File: src/rtl/core/lsh_pkg.sv
`default_nettype none
// ----------------------------------------------------------------------------
// lsh_pkg
// Shared types and constants of the 3x3 Laplacian sharpen core.
// ----------------------------------------------------------------------------
package lsh_pkg;

  localparam int LSH_MAX_WIDTH    = 1024;
  localparam int LSH_MAX_HEIGHT   = 1024;
  localparam int LSH_MAX_CHANNELS = 4;

  localparam int SAMPLE_W   = 8;
  localparam int CFG_IDX_W  = 2;
  localparam int CFG_DATA_W = 11;

  localparam int SHARP_GAIN = 5;

  localparam logic [10:0] RST_IMG_WIDTH  = 11'd640;
  localparam logic [10:0] RST_IMG_HEIGHT = 11'd480;
  localparam logic [2:0]  RST_CHANNELS   = 3'd1;

  typedef enum logic [CFG_IDX_W-1:0] {
    CFG_IMG_WIDTH  = 2'd0,
    CFG_IMG_HEIGHT = 2'd1,
    CFG_CHANNELS   = 2'd2
  } lsh_cfg_idx_t;

  // per-item control, raster position decoded at input
  typedef struct packed {
    logic has_res;    // row >= 1: item yields the result for the row above
    logic interior;   // stencil result, else border zero
    logic two_res;    // last row: extra zero result for its own place
    logic frame_end;  // extra result is the final sample of the frame
    logic bank_sel;   // line store written by this item
  } lsh_item_t;

endpackage : lsh_pkg
`default_nettype wire

File: src/rtl/core/lsh_stencil.sv
`default_nettype none
// ----------------------------------------------------------------------------
// lsh_stencil
// Stencil stage after the line-store read, clamp, and output register with a
// one-deep hold for the extra last-row result.
// ----------------------------------------------------------------------------
module lsh_stencil
  import lsh_pkg::*;
#(
  parameter int MAX_CHANNELS = LSH_MAX_CHANNELS,
  parameter int CH_IW = (MAX_CHANNELS > 1) ? $clog2(MAX_CHANNELS) : 1
) (
  input  wire logic                clk,
  input  wire logic                rst_n,
  input  wire logic                in_accept,
  input  wire logic [SAMPLE_W-1:0] in_sample,
  input  wire lsh_item_t           in_item,
  output logic                     in_ready,
  input  wire logic [CH_IW-1:0]    chan_lag,
  // registered line-store reads for the item in this stage
  input  wire logic [SAMPLE_W-1:0] bank0_col,
  input  wire logic [SAMPLE_W-1:0] bank0_right,
  input  wire logic [SAMPLE_W-1:0] bank1_col,
  input  wire logic [SAMPLE_W-1:0] bank1_right,
  output logic                     out_valid,
  input  wire logic                out_ready,
  output logic [SAMPLE_W-1:0]      out_sample,
  output logic                     out_last
);

  logic                v1_r, v1_nxt;
  lsh_item_t           item1_r;
  logic [SAMPLE_W-1:0] down1_r;
  logic [SAMPLE_W-1:0] ctr_hist_r [MAX_CHANNELS];

  logic                out_valid_r, out_valid_nxt;
  logic [SAMPLE_W-1:0] out_data_r, out_data_nxt;
  logic                out_last_r, out_last_nxt;
  logic                pend_r, pend_nxt;
  logic                pend_last_r, pend_last_nxt;

  logic [SAMPLE_W-1:0] ctr, up, rgt, lft;
  logic [10:0]         gain_v;
  logic [9:0]          nsum;
  logic signed [11:0]  diff;
  logic [SAMPLE_W-1:0] res;
  logic                slot_free;
  logic                adv1;

  // bank_sel holds the row being written: the other bank is the center row
  always_comb begin
    if (item1_r.bank_sel) begin
      up  = bank1_col;
      ctr = bank0_col;
      rgt = bank0_right;
    end else begin
      up  = bank0_col;
      ctr = bank1_col;
      rgt = bank1_right;
    end
  end

  // left neighbor: center read of the item one pixel back
  assign lft    = ctr_hist_r[chan_lag];
  assign gain_v = 11'(ctr) * 11'(SHARP_GAIN);
  assign nsum   = 10'(lft) + 10'(rgt) + 10'(up) + 10'(down1_r);
  assign diff   = $signed({1'b0, gain_v}) - $signed({2'b00, nsum});

  always_comb begin
    if (!item1_r.interior || diff < 12'sd0) begin
      res = '0;
    end else if (diff > 12'sd255) begin
      res = '1;
    end else begin
      res = diff[SAMPLE_W-1:0];
    end
  end

  assign slot_free = !out_valid_r || out_ready;
  assign adv1      = v1_r && (!item1_r.has_res || (slot_free && !pend_r));
  assign in_ready  = !v1_r || adv1;

  always_comb begin
    v1_nxt        = v1_r;
    out_valid_nxt = out_valid_r;
    out_data_nxt  = out_data_r;
    out_last_nxt  = out_last_r;
    pend_nxt      = pend_r;
    pend_last_nxt = pend_last_r;
    if (in_accept) begin
      v1_nxt = 1'b1;
    end else if (adv1) begin
      v1_nxt = 1'b0;
    end
    if (slot_free) begin
      if (pend_r) begin
        out_valid_nxt = 1'b1;
        out_data_nxt  = '0;
        out_last_nxt  = pend_last_r;
        pend_nxt      = 1'b0;
      end else if (adv1 && item1_r.has_res) begin
        out_valid_nxt = 1'b1;
        out_data_nxt  = res;
        out_last_nxt  = 1'b0;
        pend_nxt      = item1_r.two_res;
        pend_last_nxt = item1_r.frame_end;
      end else begin
        out_valid_nxt = 1'b0;
      end
    end
  end

  always_ff @(posedge clk) begin
    if (!rst_n) begin
      v1_r        <= 1'b0;
      out_valid_r <= 1'b0;
      pend_r      <= 1'b0;
    end else begin
      v1_r        <= v1_nxt;
      out_valid_r <= out_valid_nxt;
      pend_r      <= pend_nxt;
    end
  end

  always_ff @(posedge clk) begin
    out_data_r  <= out_data_nxt;
    out_last_r  <= out_last_nxt;
    pend_last_r <= pend_last_nxt;
    if (in_accept) begin
      item1_r <= in_item;
      down1_r <= in_sample;
    end
    if (adv1) begin
      ctr_hist_r[0] <= ctr;
      for (int k = 1; k < MAX_CHANNELS; k++) begin
        ctr_hist_r[k] <= ctr_hist_r[k-1];
      end
    end
  end

  assign out_valid  = out_valid_r;
  assign out_sample = out_data_r;
  assign out_last   = out_last_r;

endmodule : lsh_stencil
`default_nettype wire

File: config.mk
export PLATFORM = sky130hd
export DESIGN_NAME = lsh_stencil
export DESIGN_NICKNAME = d
export VERILOG_FILES = /design/src/rtl/core/lsh_pkg.sv /design/src/rtl/core/lsh_stencil.sv
export SDC_FILE = /design/constraint.sdc
export NUM_CORES = 1
export LEC_CHECK = 0
export BUFFER_PORTS_ARGS = -buffer_cell sky130_fd_sc_hd__buf_2
export CORE_AREA = 3 3 128 130
export DETAILED_ROUTE_END_ITERATION = 7
export DIE_AREA = 0 0 131 133
export PLACE_DENSITY = 0.48
export SLEW_MARGIN = 10
export SYNTH_ARGS = -nofsm -noshare
export SYNTH_HDL_FRONTEND = slang
export SYNTH_SLANG_ARGS = --single-unit
File: constraint.sdc
create_clock -name clk -period 6.64 [get_ports clk]
set_input_delay 0.664 -clock clk [delete_from_list [all_inputs] [get_ports clk]]
set_output_delay 0.664 -clock clk [all_outputs]
set_load 0.005 [all_outputs]
==> flow_metrics.env <==
export IMPL_cap_violations=0
export IMPL_hp_class="flip-flop to flip-flop"
export IMPL_layout_setup_ws_ns=1.278
export IMPL_die_x_um=131
export IMPL_grt_remaining_overflow=0
export IMPL_port_buffers=61
export IMPL_track_usage_pct=8.676
export IMPL_crit_path_start_kind="flip-flop"
export IMPL_dieArea_um2=17420
export IMPL_synth_edf_count=55
export IMPL_synthDistinctLibCells=34
export IMPL_wl_um=7207
export IMPL_path_clk_slew_ns=0.05
export IMPL_synth_top_area_share_pct=43.62
export IMPL_max_freq_mhz=186.5
export IMPL_firstDrtPassIters=4
export IMPL_antenna_found_initial=0
export IMPL_worst_pin_slew_ns=0.7534
export IMPL_diodes=0
export IMPL_clockBufferDepth=2
export IMPL_end_kind="flip-flop"
export IMPL_swShare_pct=39.42
export IMPL_status="complete, no violations"
export IMPL_fp_coreArea_um2=15260
export IMPL_ir_drop_uv=199.1
export IMPL_synth_most_common_cell="inv_1"
export IMPL_finalCritPeriodShare_pct=80.75
export IMPL_skew_ns=0.004232
export IMPL_grt_pass1_wl_um=11390
export IMPL_ioPinCount=62
export IMPL_ys_top_cells_by_count="71 x inv_1, 55 x edfxtp_1, 30 x fa_1, 23 x ha_1, 23 x mux2i_1"
export IMPL_arrival_ns=5.44
export IMPL_pwr_share_seq_pct=22.5
export IMPL_vias_per_cell=3.986
export IMPL_syn2layout_area_growth_pct=22.11
export IMPL_tritoncts="done"
export IMPL_place_congestion=0.7431
export IMPL_synth_seq_area_share_pct=45.21
export IMPL_rows=45
export IMPL_htreeDepth=3
export IMPL_p_clk_share_pct=21.3
export IMPL_clock_latency_ns=0.32
export IMPL_drc=0
export IMPL_path_max_fanout=25
export IMPL_detail_route_antenna_nets=0
export IMPL_ys_ff_latch=58
export IMPL_numCtsBuffers=9
export IMPL_async_flop_share_pct=0
export IMPL_layout_nets=467
export IMPL_final_max_slew_viol_count=0
export IMPL_final_setup_tns_ns=0
export IMPL_yosysWarnings=0
export IMPL_critPathRequiredTime_ns=6.72
export IMPL_vias=2300
export IMPL_p_total_w=0.002018
export IMPL_cts_resized=0
export IMPL_pwr_density_cell_nw_per_um2=436.5
export IMPL_synth_top_area_cell="edfxtp_1"
export IMPL_crit_type="flip-flop to flip-flop"
export IMPL_postSynthCellCount=295
export IMPL_drive_above_1_share_pct=24.59
export IMPL_grt_max_degree=33
export IMPL_netlist_top_cells_area="edfxtp_1 44%, fa_1 16%, ha_1 7.6%, inv_1 7.0%, mux2i_1 6.1%"
export IMPL_dpl_hpwl_um=5817
export IMPL_max_slew_margin_pct=49.59
export IMPL_rsz0062_at_grt="false"
export IMPL_avgRoutedWirePerCell_um=12.49
export IMPL_cts_setup_buffers=0
export IMPL_synth_nets=399
export IMPL_final_area_um2=4623
export IMPL_p_leak_nw=2.060
export IMPL_cts_root_buf="clkbuf_16"
export IMPL_dp_worst_setup_slack_ns=1.143
export IMPL_synth_flop_cell="edfxtp_1"
export IMPL_avgSynthCellArea_um2=12.83
export IMPL_cts_sinks=58
export IMPL_grt_pass1_vias=2250
export IMPL_drt_iter0_drc=101
export IMPL_syn_cell_area_um2=3786
export IMPL_initial_core_util_pct=24.81
export IMPL_ff2ff_setup_slack_ns=1.28
export IMPL_chipHeight_um=133
export IMPL_setup_violations=0
export IMPL_intPower_w=0.001223
export IMPL_hold_viol_final=0
export IMPL_power_frac_comb_pct=56.2
export IMPL_dpl_cell_area_um2=4350
export IMPL_postCtsHoldBufs=0
export IMPL_switchingPower_w=0.0007954
export IMPL_period_needed_ns=5.362
## per-layer routing
metal	track usage, %	vias to the layer above	routed length [um]
li1	-	1135	-
met1	12.34	1096	3603
met2	12.08	60	3061
met3	2.987	9	417
met4	3.257	0	125
met5	0	-	0
## worst paths after layout
path	startpoint	endpoint	cells after the start
max	item1_r[0]	out_sample[3]	14
min	item1_r[1]	pend_last_r	0
max reg2reg	item1_r[0]	out_sample[3]	14
min reg2reg	item1_r[1]	pend_last_r	0
## registers in the layout, indices dropped and copies added, names as in the netlist
register / cells
item1_r: 5
ctr_hist_r: 32
v1_r: 1
pend_r: 1
down1_r: 8
out_sample: 8
out_valid: 1
out_last: 1
pend_last_r: 1
## metrics by stage
stage / hold slack, ns / cells / utilization, %
floorplan: 0.4003 / 295 / -
global placement: 0.4111 / 563 / 28.51
detailed placement: 0.4135 / 563 / 28.51
CTS: 0.4252 / 577 / 30.30
global route: 0.4407 / 577 / 30.30
finish: 0.4242 / 577 / 30.30
## cell usage in the layout, fill, tap and decap left out, types with 3 or more instances in the layout
master / instances
clkbuf_16: 9
buf_2: 61
mux2i_1: 23
inv_1: 71
nand2_1: 8
fa_1: 30
mux4_2: 8
a21oi_1: 11
nor2_1: 6
xnor2_1: 4
dfxtp_1: 3
edfxtp_1: 55
o21a_1: 10
xor2_1: 3
nor2b_1: 3
ha_1: 23
o21ai_0: 7
## logic make-up (layout without fill, tap and decap cells)
kind of cell	after synthesis	in the layout	synth area share [%]
buffers and inverters	77	148	7.667
flip-flops	58	58	45.21
adder cells (fa/ha/maj)	53	53	23.46
AO/OA/AOI/OAI	38	38	6.642
multiplexers	33	33	11.43
AND/OR/NAND/NOR	29	29	3.966
XOR/XNOR	7	7	1.619
## worst max-delay path, stage by stage (launching register included)
cell	delay, ns
edfxtp_1	0.32
buf_4	0.39
mux2i_1	0.39
fa_1	0.50
fa_1	0.55
inv_1	0.06
fa_1	0.50
fa_1	0.52
inv_1	0.04
ha_1	0.35
a21o_1	0.18
a21oi_1	0.32
o41ai_1	0.10
or4_1	0.66
o21a_1	0.23
## area by class of cell
cell class | instances | area (um^2)
fill | 1556 | 10640
sequential | 58 | 1712
inverter | 71 | 266.5
multi-input combinational | 160 | 1788
tap | 211 | 264.0
clock inverter | 5 | 47.55
clock buffer | 9 | 225.2
timing repair buffer | 63 | 320.3
## power groups by stage
stage / sequential, W / combinational, W / clock [W]
final: 0.000455 / 0.00113 / 0.000429
after global routing: 0.000457 / 0.00131 / 0.000463
after CTS: 0.000455 / 0.00116 / 0.000446
after detailed placement: 0.000462 / 0.00115 / 0
after global placement: 0.000462 / 0.00115 / 0
after floorplan: 0.000461 / 0.000924 / 0
No activity file was read; power rests on OpenSTA's default activity.
