**config.mk**
```make
export PLATFORM = sky130hd
export DESIGN_NAME = lsh_ctrl
export DESIGN_NICKNAME = d
export VERILOG_FILES = /design/src/rtl/core/lsh_pkg.sv /design/src/rtl/core/lsh_ctrl.sv
export SDC_FILE = /design/constraint.sdc
export NUM_CORES = 1
export LEC_CHECK = 0
export BUFFER_PORTS_ARGS = -buffer_cell sky130_fd_sc_hd__buf_2
export CAP_MARGIN = 25
export CORE_ASPECT_RATIO = 1.1
export CORE_MARGIN = 2
export CORE_UTILIZATION = 50
export DETAILED_ROUTE_END_ITERATION = 10
export PLACE_DENSITY_LB_ADDON = 0.15
export SYNTH_ARGS = -nofsm -noshare
export SYNTH_HDL_FRONTEND = slang
export SYNTH_SLANG_ARGS = --single-unit
```
**constraint.sdc**
```tcl
create_clock -name clk -period 5.82 [get_ports clk]
set_input_delay 1.164 -clock clk [delete_from_list [all_inputs] [get_ports clk]]
set_output_delay 1.164 -clock clk [all_outputs]
set_load 0.03 [all_outputs]
```
**src/rtl/core/lsh_pkg.sv**
```systemverilog
`default_nettype none
// ----------------------------------------------------------------------------
// lsh_pkg
// Shared types and constants of the 3x3 Laplacian sharpen core.
// ----------------------------------------------------------------------------
package lsh_pkg;

  localparam int LSH_MAX_WIDTH    = 1024;
  localparam int LSH_MAX_HEIGHT   = 1024;
  localparam int LSH_MAX_CHANNELS = 4;

  localparam int SAMPLE_W   = 8;
  localparam int CFG_IDX_W  = 2;
  localparam int CFG_DATA_W = 11;

  localparam int SHARP_GAIN = 5;

  localparam logic [10:0] RST_IMG_WIDTH  = 11'd640;
  localparam logic [10:0] RST_IMG_HEIGHT = 11'd480;
  localparam logic [2:0]  RST_CHANNELS   = 3'd1;

  typedef enum logic [CFG_IDX_W-1:0] {
    CFG_IMG_WIDTH  = 2'd0,
    CFG_IMG_HEIGHT = 2'd1,
    CFG_CHANNELS   = 2'd2
  } lsh_cfg_idx_t;

  // per-item control, raster position decoded at input
  typedef struct packed {
    logic has_res;    // row >= 1: item yields the result for the row above
    logic interior;   // stencil result, else border zero
    logic two_res;    // last row: extra zero result for its own place
    logic frame_end;  // extra result is the final sample of the frame
    logic bank_sel;   // line store written by this item
  } lsh_item_t;

endpackage : lsh_pkg
`default_nettype wire

```
**src/rtl/core/lsh_ctrl.sv**
```systemverilog
`default_nettype none
// ----------------------------------------------------------------------------
// lsh_ctrl
// Config registers, raster position counters and item decode.
// ----------------------------------------------------------------------------
module lsh_ctrl
  import lsh_pkg::*;
#(
  parameter int MAX_WIDTH    = LSH_MAX_WIDTH,
  parameter int MAX_HEIGHT   = LSH_MAX_HEIGHT,
  parameter int MAX_CHANNELS = LSH_MAX_CHANNELS,
  parameter int S_W   = $clog2(MAX_WIDTH * MAX_CHANNELS),
  parameter int CH_IW = (MAX_CHANNELS > 1) ? $clog2(MAX_CHANNELS) : 1
) (
  input  wire logic                  clk,
  input  wire logic                  rst_n,
  input  wire logic                  cfg_valid,
  input  wire logic [CFG_IDX_W-1:0]  cfg_index,
  input  wire logic [CFG_DATA_W-1:0] cfg_data,
  output logic                       cfg_ready,
  input  wire logic                  in_accept,
  output lsh_item_t                  item,
  output logic      [S_W-1:0]        col_addr,
  output logic      [S_W-1:0]        right_addr,
  output logic      [CH_IW-1:0]      chan_lag
);

  localparam int RL_W = $clog2(MAX_WIDTH * MAX_CHANNELS + 1);
  localparam int R_W  = $clog2(MAX_HEIGHT);
  localparam int H_W  = $clog2(MAX_HEIGHT + 1);
  localparam int W_W  = $clog2(MAX_WIDTH + 1);
  localparam int C_W  = $clog2(MAX_CHANNELS + 1);

  logic [10:0]    img_width_r;
  logic [10:0]    img_height_r;
  logic [2:0]     channels_r;
  logic [S_W-1:0] col_r, col_nxt;
  logic [R_W-1:0] row_r, row_nxt;
  logic           sel_r, sel_nxt;

  logic [W_W-1:0]  w_eff;
  logic [H_W-1:0]  h_eff;
  logic [C_W-1:0]  c_eff;
  logic [RL_W-1:0] row_len;
  logic [RL_W-1:0] col_ext;
  logic [RL_W-1:0] c_ext;
  logic [H_W-1:0]  row_ext;
  logic            cfg_fire;
  logic            cfg_hit;

  assign cfg_ready = 1'b1;
  assign cfg_fire  = cfg_valid & cfg_ready;
  // only a write to an existing register restarts the frame
  assign cfg_hit   = cfg_fire &&
                     (cfg_index inside {CFG_IMG_WIDTH, CFG_IMG_HEIGHT, CFG_CHANNELS});

  // saturate the programmed geometry into the supported range
  always_comb begin
    if (img_width_r < 11'd3) begin
      w_eff = W_W'(3);
    end else if (32'(img_width_r) > MAX_WIDTH) begin
      w_eff = W_W'(MAX_WIDTH);
    end else begin
      w_eff = W_W'(img_width_r);
    end
    if (img_height_r < 11'd3) begin
      h_eff = H_W'(3);
    end else if (32'(img_height_r) > MAX_HEIGHT) begin
      h_eff = H_W'(MAX_HEIGHT);
    end else begin
      h_eff = H_W'(img_height_r);
    end
    if (channels_r == 3'd0) begin
      c_eff = C_W'(1);
    end else if (32'(channels_r) > MAX_CHANNELS) begin
      c_eff = C_W'(MAX_CHANNELS);
    end else begin
      c_eff = C_W'(channels_r);
    end
  end

  assign row_len  = RL_W'(RL_W'(w_eff) * RL_W'(c_eff));
  assign col_ext  = RL_W'(col_r);
  assign c_ext    = RL_W'(c_eff);
  assign row_ext  = H_W'(row_r);
  assign chan_lag = CH_IW'(c_eff - C_W'(1));

  assign col_addr   = col_r;
  assign right_addr = S_W'(col_ext + c_ext);

  always_comb begin
    item.has_res   = (row_r != '0);
    item.interior  = (row_ext >= H_W'(2)) && (col_ext >= c_ext) &&
                     (col_ext < (row_len - c_ext));
    item.two_res   = (row_ext == (h_eff - H_W'(1)));
    item.frame_end = item.two_res && (col_ext == (row_len - RL_W'(1)));
    item.bank_sel  = sel_r;
  end

  always_comb begin
    col_nxt = col_r;
    row_nxt = row_r;
    sel_nxt = sel_r;
    if (cfg_hit) begin
      col_nxt = '0;
      row_nxt = '0;
      sel_nxt = 1'b0;
    end else if (in_accept) begin
      if ((col_ext + RL_W'(1)) >= row_len) begin
        col_nxt = '0;
        if ((row_ext + H_W'(1)) >= h_eff) begin
          row_nxt = '0;
          sel_nxt = 1'b0;
        end else begin
          row_nxt = row_r + R_W'(1);
          sel_nxt = ~sel_r;
        end
      end else begin
        col_nxt = col_r + S_W'(1);
      end
    end
  end

  always_ff @(posedge clk) begin
    if (!rst_n) begin
      img_width_r  <= RST_IMG_WIDTH;
      img_height_r <= RST_IMG_HEIGHT;
      channels_r   <= RST_CHANNELS;
      col_r        <= '0;
      row_r        <= '0;
      sel_r        <= 1'b0;
    end else begin
      col_r <= col_nxt;
      row_r <= row_nxt;
      sel_r <= sel_nxt;
      if (cfg_fire) begin
        case (cfg_index)
          CFG_IMG_WIDTH:  img_width_r  <= cfg_data;
          CFG_IMG_HEIGHT: img_height_r <= cfg_data;
          CFG_CHANNELS:   channels_r   <= cfg_data[2:0];
          default: ;
        endcase
      end
    end
  end

endmodule : lsh_ctrl
`default_nettype wire

```
==> out/qor.yml <==
run_status: "finished with violations"
failed_checks: "setup timing"
synth_adder_area_share_pct: 16.6
grt_overflow_total: 0
core.rowCount: 41
hp-class: "reg2reg"
ctsLongestPathBuffers: 2
tightest_slew_ns: 0.770
power_density_nw_per_um2: 137
grt_pass1_vias: 5585
syn_area_sq_um: 5770
slowest_stage: "fa_1"
hpwl_um: 12600
finalHoldViolCount: 0
gp_congestion: 0.873
synth_seq_cells: 48
grt_pass1_wl_um: 26200
wirelength_um: 15600
h-tree-depth: 2
drt_drc_violations_left: 0
synth-main-ff-cell: "dfxtp_1"
area_growth_pct: 21.2
first_pass_iters: 5
antenna_found_initial: 0
path_clk_slew_ns: 0.07
critical_path_arrival_ns: 5.28
synth_compound_area_share_pct: 19.7
port-buffer-count: 47
period_share_pct: 111
root_buffer: "clkbuf_16"
grt_max_degree: 28
core_area_sq_um: 11400
nNetsFinal: 946
die_area_sq_um: 12400
cts_hold_buffers: 0
synth_top_family_by_area: "simple AND/OR/NAND/NOR gates"
syn_area_per_cell_sq_um: 7.62
synthesis.nets: 845
cp_data_required_time_ns: 4.66
fp.dieW_um: 106
ir_worst_vdd_v: 0.000105
final.setup.tns_ns: -1.10
cts_buffers: 5
final_layout_size_suffix_gt1_share_pct: 24.5
routedWlPerCell_um: 15.5
relSlewSlack_pct: 48.7
synth-xor-area-share_pct: 10.1
yosys.area_share.simple_pct: 28.0
ys_seq_area_share_pct: 16.6
max_cap_violations: 0
period_needed_ns: 6.44
yosys-top-cells-count: "nand2_1 (130), ha_1 (59), inv_1 (49)"
max_stage_delay_ns: 0.48
yosys_warnings: 0
cts_tree: "built"
gr-usage-all-layers_pct: 25.9
power_mw: 0.958
viasPerCell: 5.65
ant_nets: 0
synth.area.mux_share_pct: 2.47
yosys.area.top_type_share_pct: 16.6
dp_slack_ns: -0.432
synth_area_leaders: "dfxtp_1 (17%), ha_1 (13%), nand2_1 (8.5%)"
critPathMostFrequentCell: "nand2_1"
synth.distinct_cells: 90
slew_violations: 0
cts.sinks: 48
syn_inst: 758
vias: 5709
crit_type: "reg2out"
final_cells: 1010
fillers: 1044
power.leakage_nw: 3.15
clk_latency_ns: 0.30
die_h_um: 117
synth_edf_count: 0
cp_max_fo: 6
max_freq_mhz: 155
synthArstFlopShare_pct: 0
start_util_pct: 50.7
finalWorstSetupSlack_ns: -0.623
yosysMostFrequentCell: "nand2_1"
post-synth-top-area-cell: "dfxtp_1"
n_antenna_cell: 0
rsz0062_at_grt: "yes"
io_pins: 49
cp-end-kind: "output pin"
start_kind: "register"
dp_cells: 997
hold_depth: 1
drtIter0Drc: 309
finalSetupViolCount: 2
skew_ns: 0.00605
r2r_cells: 22
cell usage in the layout, fill, tap and decap left out, types with 4 or more instances in the layout:
cell type	netlist	layout
nor3b_1	4	4
clkbuf_16	0	5
and2_1	10	10
a31oi_1	5	5
o21ai_0	24	23
ha_1	59	55
a21boi_0	21	20
dfxtp_2	0	4
xor2_1	20	20
mux2i_1	12	12
fa_1	11	10
nor2_1	38	34
nor2b_1	13	12
o21a_1	4	4
buf_4	8	85
nor4_1	14	12
buf_2	6	46
xnor2_1	36	36
a21oi_1	35	33
nand2_2	1	4
or3_1	7	7
nand2b_1	5	5
dfxtp_1	48	44
and3_1	5	5
nand2_1	130	127
or2_2	6	6
o31ai_1	5	4
nand4_1	10	10
nand3_1	34	34
a21o_1	5	5
nor3_1	15	14
nand3b_1	4	4
inv_1	49	47
a211oi_1	8	7
nor2_4	1	4
path summary, 6_finish.rpt:
| path | from | to | slack [ns] |
|---|---|---|---|
| worst min register to register | sel_r | sel_r | 0.46 |
| worst max-delay path | img_width_r[5] | item[3] | -0.62 |
| worst max register to register | img_width_r[5] | row_r[6] | 0.40 |
| worst min-delay path | sel_r | sel_r | 0.46 |
area by class of cell:
type                            instances  area, sq um  share of cell area (%)
Multi-Input combinational cell        623         4630                    66.1
Sequential cell                        48          966                    13.8
Timing Repair Buffer                  132          880                    12.6
Tap cell                              150          188                    2.68
Inverter                               49          184                    2.63
Clock buffer                            6          139                    1.98
Clock inverter                          2         15.0                   0.215
routing by layer:
layer / wire length [um] / global-route usage (%) / vias up
li1: - / - / 2861
met1: 6690 / 31.3 / 2698
met2: 8010 / 48.2 / 129
met3: 619 / 2.90 / 21
met4: 326 / 8.40 / 0
met5: 0 / 0 / -
state kept, by name, summed over array words and instances (netlist names):
name and flops:
channels_r 3, col_addr 12, img_height_r 11, img_width_r 11, row_r 10, sel_r 1
worst max-delay path, delay by kind of cell (launching register included):
| kind | cells | cell delay [ns] |
|---|---|---|
| XOR/XNOR | 1 | 0.18 |
| AND/OR/NAND/NOR | 9 | 1.06 |
| buffers and inverters | 4 | 0.47 |
| AO/OA/AOI/OAI | 8 | 1.95 |
| flip-flops | 1 | 0.34 |
| adder cells (fa/ha/maj) | 3 | 1.01 |
power by group:
part	total, mW	internal (mW)	switching, mW
sequential	0.348	0.336	0.0117
combinational	0.306	0.137	0.169
clock	0.304	0.171	0.133
total	0.958	0.644	0.314
stage by stage:
step	instance area (sq um)	hold slack [ns]	util, %
2_1_floorplan	5840	0.441	-
3_3_place_gp	6680	0.443	58.7
3_5_place_dp	6680	0.457	58.7
4_1_cts	6920	0.467	60.8
5_1_grt	7000	0.479	61.5
6_report	7000	0.461	61.5
what timing repair did:
action / in CTS / in global routing
hold endpoints to repair: 0 / 0
setup endpoints to repair: 2 / 15
setup buffers: 2 / 2
gates resized for setup: 16 / 13
pin swaps: 9 / 10
kinds of logic after synthesis:
group,count (synthesis)
flops,48
buf+inv,87
fa+ha+maj,70
compound gates,158
xor+xnor,60
mux,14
simple gates,320
other cells,1
Note: power is estimated with default switching activity, not from simulation.
